===== src/hw/rtl/i2cdac_pkg.sv =====
package i2cdac_pkg;

  // Transfer shape: address byte, control byte, then one payload byte.
  localparam int BYTES_PER_WRITE = 3;
  localparam int BITS_PER_BYTE   = 8;

  // Each byte owns its data bits plus one acknowledge slot.
  localparam int SLOTS_PER_BYTE = BITS_PER_BYTE + 1;
  localparam int LAST_BIT_SLOT  = BYTES_PER_WRITE * SLOTS_PER_BYTE;
  localparam int STOP_LOW_SLOT  = LAST_BIT_SLOT + 1;
  localparam int STOP_END_SLOT  = LAST_BIT_SLOT + 2;

  localparam int SLOT_W = $clog2(STOP_END_SLOT + 1);
  localparam int POS_W  = $clog2(SLOTS_PER_BYTE);
  localparam int BYTE_W = $clog2(BYTES_PER_WRITE + 1);
  localparam int HOLD_W = 16;
  localparam int DATA_W = 8;

  // Register reset values.
  localparam logic [DATA_W-1:0] DEV_ADDR_RST = 8'h90;
  localparam logic [DATA_W-1:0] CTRL_RST     = 8'h40;
  localparam logic [HOLD_W-1:0] HOLD_RST     = 16'd25;

  // Configuration register indexes.
  localparam int CFG_ADDR_W = 2;
  typedef enum logic [CFG_ADDR_W-1:0] {
    REG_DEVICE_ADDRESS = 2'd0,
    REG_CONTROL_BYTE   = 2'd1,
    REG_HOLD_TICKS     = 2'd2
  } cfg_reg_t;

  // Input word kinds carried on tuser.
  typedef enum logic {
    KIND_TICK  = 1'b0,
    KIND_WRITE = 1'b1
  } in_kind_t;

  // Result word, highest bit first.
  typedef struct packed {
    logic rejected;
    logic done_res;
    logic busy_res;
    logic data_pin;
    logic clock_pin;
  } result_t;

endpackage


===== src/hw/rtl/i2c_dac_write_bitbang.sv =====
// Write-only two-wire bus master that sends one three-byte write (device address,
// control byte, latched data byte), MSB first, each byte followed by an acknowledge
// clock with data held low, framed by start and stop conditions. Every input word is
// either a time tick or a write request; each accepted word yields exactly one result
// word with the pin levels after it, busy, done on the tick that ends the stop step,
// and rejected when a request arrives while busy. Every pin step lasts hold_ticks
// ticks (0 acts as 1). The acknowledge is never sampled. One word is taken per clock
// cycle: the whole step is evaluated between the state registers and a single output
// register, and a new word is accepted whenever that register is empty or being read.
// Configuration must be written only while no transfer is in progress.
module i2c_dac_write_bitbang_core
  import i2cdac_pkg::*;
(
  input  logic                  clk,
  input  logic                  rst_n,
  // Input channel
  input  logic                  in_tvalid,
  output logic                  in_tready,
  input  logic [7:0]            in_tdata,   // [7:0] value
  input  logic                  in_tuser,   // [0] kind
  // Result channel
  output logic                  out_tvalid,
  input  logic                  out_tready,
  output logic [7:0]            out_tdata,  // [0] clock_pin, [1] data_pin, [2] busy_res,
                                            // [3] done_res, [4] rejected, [7:5] zero
  // Configuration port
  input  logic                  cfg_we,
  input  logic [CFG_ADDR_W-1:0] cfg_addr,
  input  logic [HOLD_W-1:0]     cfg_wdata
);

  // Configuration registers
  logic [DATA_W-1:0] dev_addr_r;
  logic [DATA_W-1:0] ctrl_r;
  logic [HOLD_W-1:0] hold_ticks_r;

  // Sequencer state
  logic [SLOT_W-1:0] step_r, step_nxt;
  logic [POS_W-1:0]  pos_r, pos_nxt;
  logic [BYTE_W-1:0] byte_r, byte_nxt;
  logic [HOLD_W-1:0] hold_r, hold_nxt;
  logic [DATA_W-1:0] payload_r, payload_nxt;
  logic [DATA_W-1:0] shift_r, shift_nxt;
  logic              clk_lvl_r, clk_lvl_nxt;
  logic              dat_lvl_r, dat_lvl_nxt;
  logic              active_r, active_nxt;

  // Output register
  logic    out_valid_r;
  result_t out_res_r, res_nxt;

  logic              accept;
  logic              drv_go;
  logic              drv_first;
  logic [SLOT_W-1:0] drv_slot;
  logic [HOLD_W-1:0] hold_len;

  assign in_tready  = !out_valid_r || out_tready;
  assign accept     = in_tvalid && in_tready;
  assign out_tvalid = out_valid_r;
  assign out_tdata  = {3'b000, out_res_r};
  assign hold_len   = (hold_ticks_r == '0) ? HOLD_W'(1) : hold_ticks_r;

  // Next state for one word: a tick advances the pin sequence, a request starts it.
  always_comb begin
    step_nxt    = step_r;
    pos_nxt     = pos_r;
    byte_nxt    = byte_r;
    hold_nxt    = hold_r;
    payload_nxt = payload_r;
    shift_nxt   = shift_r;
    clk_lvl_nxt = clk_lvl_r;
    dat_lvl_nxt = dat_lvl_r;
    active_nxt  = active_r;
    drv_go      = 1'b0;
    drv_first   = 1'b0;
    drv_slot    = '0;
    res_nxt     = '0;

    if (accept) begin
      if (in_kind_t'(in_tuser) == KIND_WRITE) begin
        if (active_r) begin
          res_nxt.rejected = 1'b1;
        end else begin
          payload_nxt = in_tdata;
          active_nxt  = 1'b1;
          drv_go      = 1'b1;
          drv_first   = 1'b1;
          drv_slot    = '0;
        end
      end else if (active_r) begin
        if (hold_r > HOLD_W'(1)) begin
          hold_nxt = hold_r - HOLD_W'(1);
        end else if (step_r >= SLOT_W'(STOP_END_SLOT)) begin
          // Stop condition finished: back to an idle bus.
          active_nxt       = 1'b0;
          step_nxt         = '0;
          hold_nxt         = '0;
          clk_lvl_nxt      = 1'b1;
          dat_lvl_nxt      = 1'b1;
          res_nxt.done_res = 1'b1;
        end else if (step_r == '0) begin
          drv_go = 1'b1;
          if (clk_lvl_r) begin
            drv_slot  = '0;
            drv_first = 1'b0;
          end else begin
            drv_slot  = SLOT_W'(1);
            drv_first = 1'b1;
            pos_nxt   = '0;
            byte_nxt  = '0;
          end
        end else if (!clk_lvl_r) begin
          // Raise the clock on the current slot.
          drv_go    = 1'b1;
          drv_slot  = step_r;
          drv_first = 1'b0;
        end else begin
          // Clock high phase done: shift after a data bit, move to the next slot.
          if (step_r <= SLOT_W'(LAST_BIT_SLOT) && pos_r < POS_W'(BITS_PER_BYTE)) begin
            shift_nxt = {shift_r[DATA_W-2:0], 1'b0};
          end
          drv_go    = 1'b1;
          drv_slot  = step_r + SLOT_W'(1);
          drv_first = 1'b1;
          if (pos_r == POS_W'(SLOTS_PER_BYTE - 1)) begin
            pos_nxt  = '0;
            byte_nxt = byte_r + BYTE_W'(1);
          end else begin
            pos_nxt = pos_r + POS_W'(1);
          end
        end
      end

      // Drive the pins of the target slot and restart its hold count.
      if (drv_go) begin
        if (drv_slot == '0) begin
          clk_lvl_nxt = drv_first;
          dat_lvl_nxt = 1'b0;
        end else if (drv_slot <= SLOT_W'(LAST_BIT_SLOT)) begin
          if (drv_first && pos_nxt == '0) begin
            if (byte_nxt == '0) begin
              shift_nxt = dev_addr_r;
            end else if (byte_nxt == BYTE_W'(1)) begin
              shift_nxt = ctrl_r;
            end else begin
              shift_nxt = payload_nxt;
            end
          end
          dat_lvl_nxt = (pos_nxt < POS_W'(BITS_PER_BYTE)) ? shift_nxt[DATA_W-1] : 1'b0;
          clk_lvl_nxt = !drv_first;
        end else if (drv_slot == SLOT_W'(STOP_LOW_SLOT)) begin
          clk_lvl_nxt = !drv_first;
          dat_lvl_nxt = 1'b0;
        end else begin
          clk_lvl_nxt = 1'b1;
          dat_lvl_nxt = 1'b1;
        end
        step_nxt = drv_slot;
        hold_nxt = hold_len;
      end

      res_nxt.clock_pin = clk_lvl_nxt;
      res_nxt.data_pin  = dat_lvl_nxt;
      res_nxt.busy_res  = active_nxt;
    end
  end

  // Configuration writes; indexes beyond the list are ignored.
  always_ff @(posedge clk) begin
    if (!rst_n) begin
      dev_addr_r   <= DEV_ADDR_RST;
      ctrl_r       <= CTRL_RST;
      hold_ticks_r <= HOLD_RST;
    end else if (cfg_we) begin
      unique case (cfg_addr)
        REG_DEVICE_ADDRESS: dev_addr_r   <= cfg_wdata[DATA_W-1:0];
        REG_CONTROL_BYTE:   ctrl_r       <= cfg_wdata[DATA_W-1:0];
        REG_HOLD_TICKS:     hold_ticks_r <= cfg_wdata;
        default: ;
      endcase
    end
  end

  // Sequencer state and result register.
  always_ff @(posedge clk) begin
    if (!rst_n) begin
      step_r      <= '0;
      pos_r       <= '0;
      byte_r      <= '0;
      hold_r      <= '0;
      payload_r   <= '0;
      shift_r     <= '0;
      clk_lvl_r   <= 1'b1;
      dat_lvl_r   <= 1'b1;
      active_r    <= 1'b0;
      out_valid_r <= 1'b0;
      out_res_r   <= '0;
    end else begin
      step_r    <= step_nxt;
      pos_r     <= pos_nxt;
      byte_r    <= byte_nxt;
      hold_r    <= hold_nxt;
      payload_r <= payload_nxt;
      shift_r   <= shift_nxt;
      clk_lvl_r <= clk_lvl_nxt;
      dat_lvl_r <= dat_lvl_nxt;
      active_r  <= active_nxt;
      if (accept) begin
        out_valid_r <= 1'b1;
        out_res_r   <= res_nxt;
      end else if (out_tready) begin
        out_valid_r <= 1'b0;
      end
    end
  end

endmodule


===== config.mk =====
export PLATFORM = sky130hd
export DESIGN_NAME = i2c_dac_write_bitbang_core
export DESIGN_NICKNAME = d
export VERILOG_FILES = /design/src/hw/rtl/i2cdac_pkg.sv /design/src/hw/rtl/i2c_dac_write_bitbang.sv
export SDC_FILE = /design/constraint.sdc
export NUM_CORES = 1
export LEC_CHECK = 0
export BUFFER_PORTS_ARGS = -buffer_cell sky130_fd_sc_hd__clkbuf_2
export CELL_PAD_IN_SITES_DETAIL_PLACEMENT = 0
export CELL_PAD_IN_SITES_GLOBAL_PLACEMENT = 1
export CORE_UTILIZATION = 35
export DETAILED_ROUTE_END_ITERATION = 8
export PLACE_DENSITY_LB_ADDON = 0.1
export SETUP_SLACK_MARGIN = 0.05
export SKIP_CTS_REPAIR_TIMING = 1
export SLEW_MARGIN = 0
export SYNTH_ARGS = -nofsm -noshare
export SYNTH_HDL_FRONTEND = slang
export SYNTH_SLANG_ARGS = --single-unit

===== constraint.sdc =====
create_clock -name clk -period 9.9 [get_ports clk]
set_clock_uncertainty 0.2 [all_clocks]
set_input_delay 0.495 -clock clk [delete_from_list [all_inputs] [get_ports clk]]
set_output_delay 0.495 -clock clk [all_outputs]
set_load 0.01 [all_outputs]

==> results.sh <==
export IMPL_diodes=0
export IMPL_switching_share_pct=35.1
export IMPL_fin_crit_ns=3.87
export IMPL_irDropWorstVdd_uv=106
export IMPL_drc=0
export IMPL_avgSynthCellArea_um2=7.40
export IMPL_slowest_stage="a2111oi_0"
export IMPL_critPathLaunchType="flip-flop"
export IMPL_muxShareOfSynthArea_pct=4.12
export IMPL_path_class="flip-flop to flip-flop"
export IMPL_synth_xor_xnor_area_share_pct=0.943
export IMPL_grtUsageMet2_pct=33.0
export IMPL_ys_dominant_reg_cell="dfxtp_1"
export IMPL_rows=41
export IMPL_layout_nets=678
export IMPL_h_tree_depth=3
export IMPL_end_kind="flip-flop"
export IMPL_grtUsageTotal_pct=21.3
export IMPL_p_int_uw=628
export IMPL_syn_area_um2=4640
export IMPL_syn_inst=628
export IMPL_route_final_wire_length_um=14000
export IMPL_dp_cells=798
export IMPL_power_frac_seq_pct=38.7
export IMPL_netSwitchingPower_uw=340
export IMPL_io_buffers=38
export IMPL_die_y_um=117
export IMPL_clock_latency_ns=0.35
export IMPL_vias=4561
export IMPL_setup_viol=0
export IMPL_critPathMaxStageDelay_ns=0.69
export IMPL_synth_edff_count=0
export IMPL_required_ns=9.94
export IMPL_fin_cells=814
export IMPL_async_flop_share_pct=0
export IMPL_grt_pass1_wl_um=22100
export IMPL_ant_nets=0
export IMPL_final_period_utilization_pct=39.1
export IMPL_ios=42
export IMPL_cp_cell_sequence="inv_1 > ha_1 > or3_1 > a2111oi_0 > and2_1 > o211ai_1 > a222oi_1 > mux2i_1 > a21oi_1 > nor2_1"
export IMPL_yosysMostFrequentCell="nand2_1"
export IMPL_clock_sinks=83
export IMPL_die_w_um=117
export IMPL_tightest_slew_ns=1.07
export IMPL_gp_congestion=0.918
export IMPL_clkTransAtPathRegs_ns=0.07
export IMPL_final_util_pct=40.5
export IMPL_synth_area_leader_cell="dfxtp_1"
export IMPL_cts_buffers_inserted=9
export IMPL_slew_headroom_pct=28.3
export IMPL_cp_num_buf_inv=1
export IMPL_yosys_warnings=0
export IMPL_die_area_um2=13700
export IMPL_hold_class="input pin to flip-flop"
export IMPL_antenna_found_initial=0
export IMPL_grt_max_degree=67
export IMPL_synth_top_family_by_area="simple AND/OR/NAND/NOR gates"
export IMPL_busiest_layer="met2"
export IMPL_leakage_uw=0.00194
export IMPL_power_density_nw_per_um2=187
export IMPL_use_met3_pct=4.74
export IMPL_ys_ff_latch=83
export IMPL_crit_arrival_ns=3.91
export IMPL_power_frac_comb_pct=28.0
export IMPL_synthAdderAreaFrac_pct=2.42
export IMPL_worst_slack_ns=6.03
export IMPL_fin_hold_ws_ns=0.165
export IMPL_wl_per_cell_um=17.1
export IMPL_yosys_area_share_simple_pct=29.0
export IMPL_synth_cell_types=61
export IMPL_yosysTopAreaCellShare_pct=35.8
export IMPL_cts_root_buf="clkbuf_16"
export IMPL_synthTopCellsByCount="nand2_1, dfxtp_1, nor2_1"
export IMPL_seq_area_frac_synth_pct=35.8
export IMPL_pre_cts_slack_ns=6.11
export IMPL_max_cap_viol_count=0
export IMPL_fmax_ghz=0.258
export IMPL_vias_per_cell=5.60
export IMPL_path_delay_family="compound AO/OA/AOI/OAI gates"
export IMPL_synthTopCellsByArea="dfxtp_1, nand2_1, a21oi_1"
export IMPL_path_max_fanout=8
export IMPL_gr_total_overflow=0
export IMPL_cts_buffer_depth=2
export IMPL_area_growth_pct=11.3
export IMPL_grt_pass1_vias=4094
export IMPL_firstDrtPassIters=6
export IMPL_drive_above_1_share_pct=10.7
export IMPL_core_area_um2=12800
export IMPL_synth_compound_area_share_pct=22.3
export IMPL_initial_core_util_pct=36.4
export IMPL_hpwl_um=9940
export IMPL_final_max_slew_violation_count=0
export IMPL_drt_iter0_markers=360
export IMPL_p_clk_share_pct=33.3
export IMPL_grt_setup_unrepaired="false"
export IMPL_cts_tree="built"
export IMPL_hold_violations=0
export IMPL_finalSetupTns_ns=0
export IMPL_status="complete, no violations"
export IMPL_gr_usage_met1_pct=30.0
[power groups by stage]
| stage | combinational [µW] | clock (µW) | sequential, µW |
|---|---|---|---|
| floorplan | 208 | 0 | 374 |
| global placement | 267 | 0 | 381 |
| detailed placement | 268 | 0 | 381 |
| CTS | 269 | 331 | 374 |
| global route | 301 | 343 | 377 |
| finish | 271 | 323 | 374 |
[registers in the layout, indices dropped and copies added (netlist names)]
name	cells
step_r	5
shift_r	8
clk_lvl_r	1
dev_addr_r	8
out_tdata	5
ctrl_r	8
hold_ticks_r	16
hold_r	16
pos_r	4
byte_r	2
dat_lvl_r	1
out_tvalid	1
payload_r	8
[layout make-up]
| class | count | area, µm² |
|---|---|---|
| Clock inverter | 4 | 33.8 |
| Clock buffer | 12 | 246 |
| Sequential cell | 83 | 1660 |
| Fill cell | 1352 | 7600 |
| Timing Repair Buffer | 43 | 228 |
| Multi-Input combinational cell | 488 | 2740 |
| Tap cell | 172 | 215 |
| Inverter | 12 | 45.0 |
[through the flow]
step / power, µW / area [µm²]
after floorplan: 583 / 4650
after global placement: 647 / 4890
after detailed placement: 649 / 4890
after CTS: 975 / 5170
after global routing: 1020 / 5170
final: 968 / 5170
[worst register-to-register path: cells and delay by family (launching register included)]
| family | cells | cell delay, ns |
|---|---|---|
| compound gates | 4 | 1.84 |
| fa+ha+maj | 1 | 0.20 |
| buf+inv | 1 | 0.10 |
| flops | 1 | 0.46 |
| mux | 1 | 0.18 |
| simple gates | 3 | 0.80 |
[layout by cell type (no fill, tap or decap), types with 11 or more instances in the layout]
| cell | netlist | routed |
|---|---|---|
| a21oi_1 | 59 | 59 |
| clkbuf_2 | 0 | 38 |
| dfxtp_1 | 83 | 83 |
| inv_1 | 12 | 11 |
| mux2i_1 | 18 | 18 |
| nand2_1 | 124 | 124 |
| nand3_1 | 16 | 16 |
| nor2_1 | 66 | 66 |
| nor3_1 | 24 | 24 |
| o21ai_0 | 34 | 34 |
[routing by layer]
| layer | part of all wire [%] | up-vias |
|---|---|---|
| met2 | 45 | 125 |
| met5 | 0 | - |
| met1 | 51 | 2159 |
| li1 | - | 2265 |
| met4 | 0.93 | 0 |
| met3 | 3.9 | 12 |
[kinds of logic (layout without fill, tap and decap cells)]
kind of cell,count (synthesis),in the layout
muxes,19,19
DFF,83,83
adders and majority gates,9,9
xor gates and xnor gates,5,5
buffers and inverters,59,71
other,1,3
and+or+nand+nor,291,291
AOI/OAI and AO/OA,161,161
[path summary, 6_finish.rpt]
kind	endpoint	slack (ns)	cells past startpoint	startpoint
max	out_tdata[1]$_SDFFE_PN0P_	6.03	10	step_r[1]$_SDFFE_PN0P_
min	hold_ticks_r[11]$_SDFFE_PN0P_	0.16	3	cfg_wdata[11]
max reg2reg	out_tdata[1]$_SDFFE_PN0P_	6.03	10	step_r[1]$_SDFFE_PN0P_
min reg2reg	payload_r[6]$_SDFFE_PN0P_	0.26	2	payload_r[6]$_SDFFE_PN0P_
Note: power is estimated with default switching activity, not from simulation.
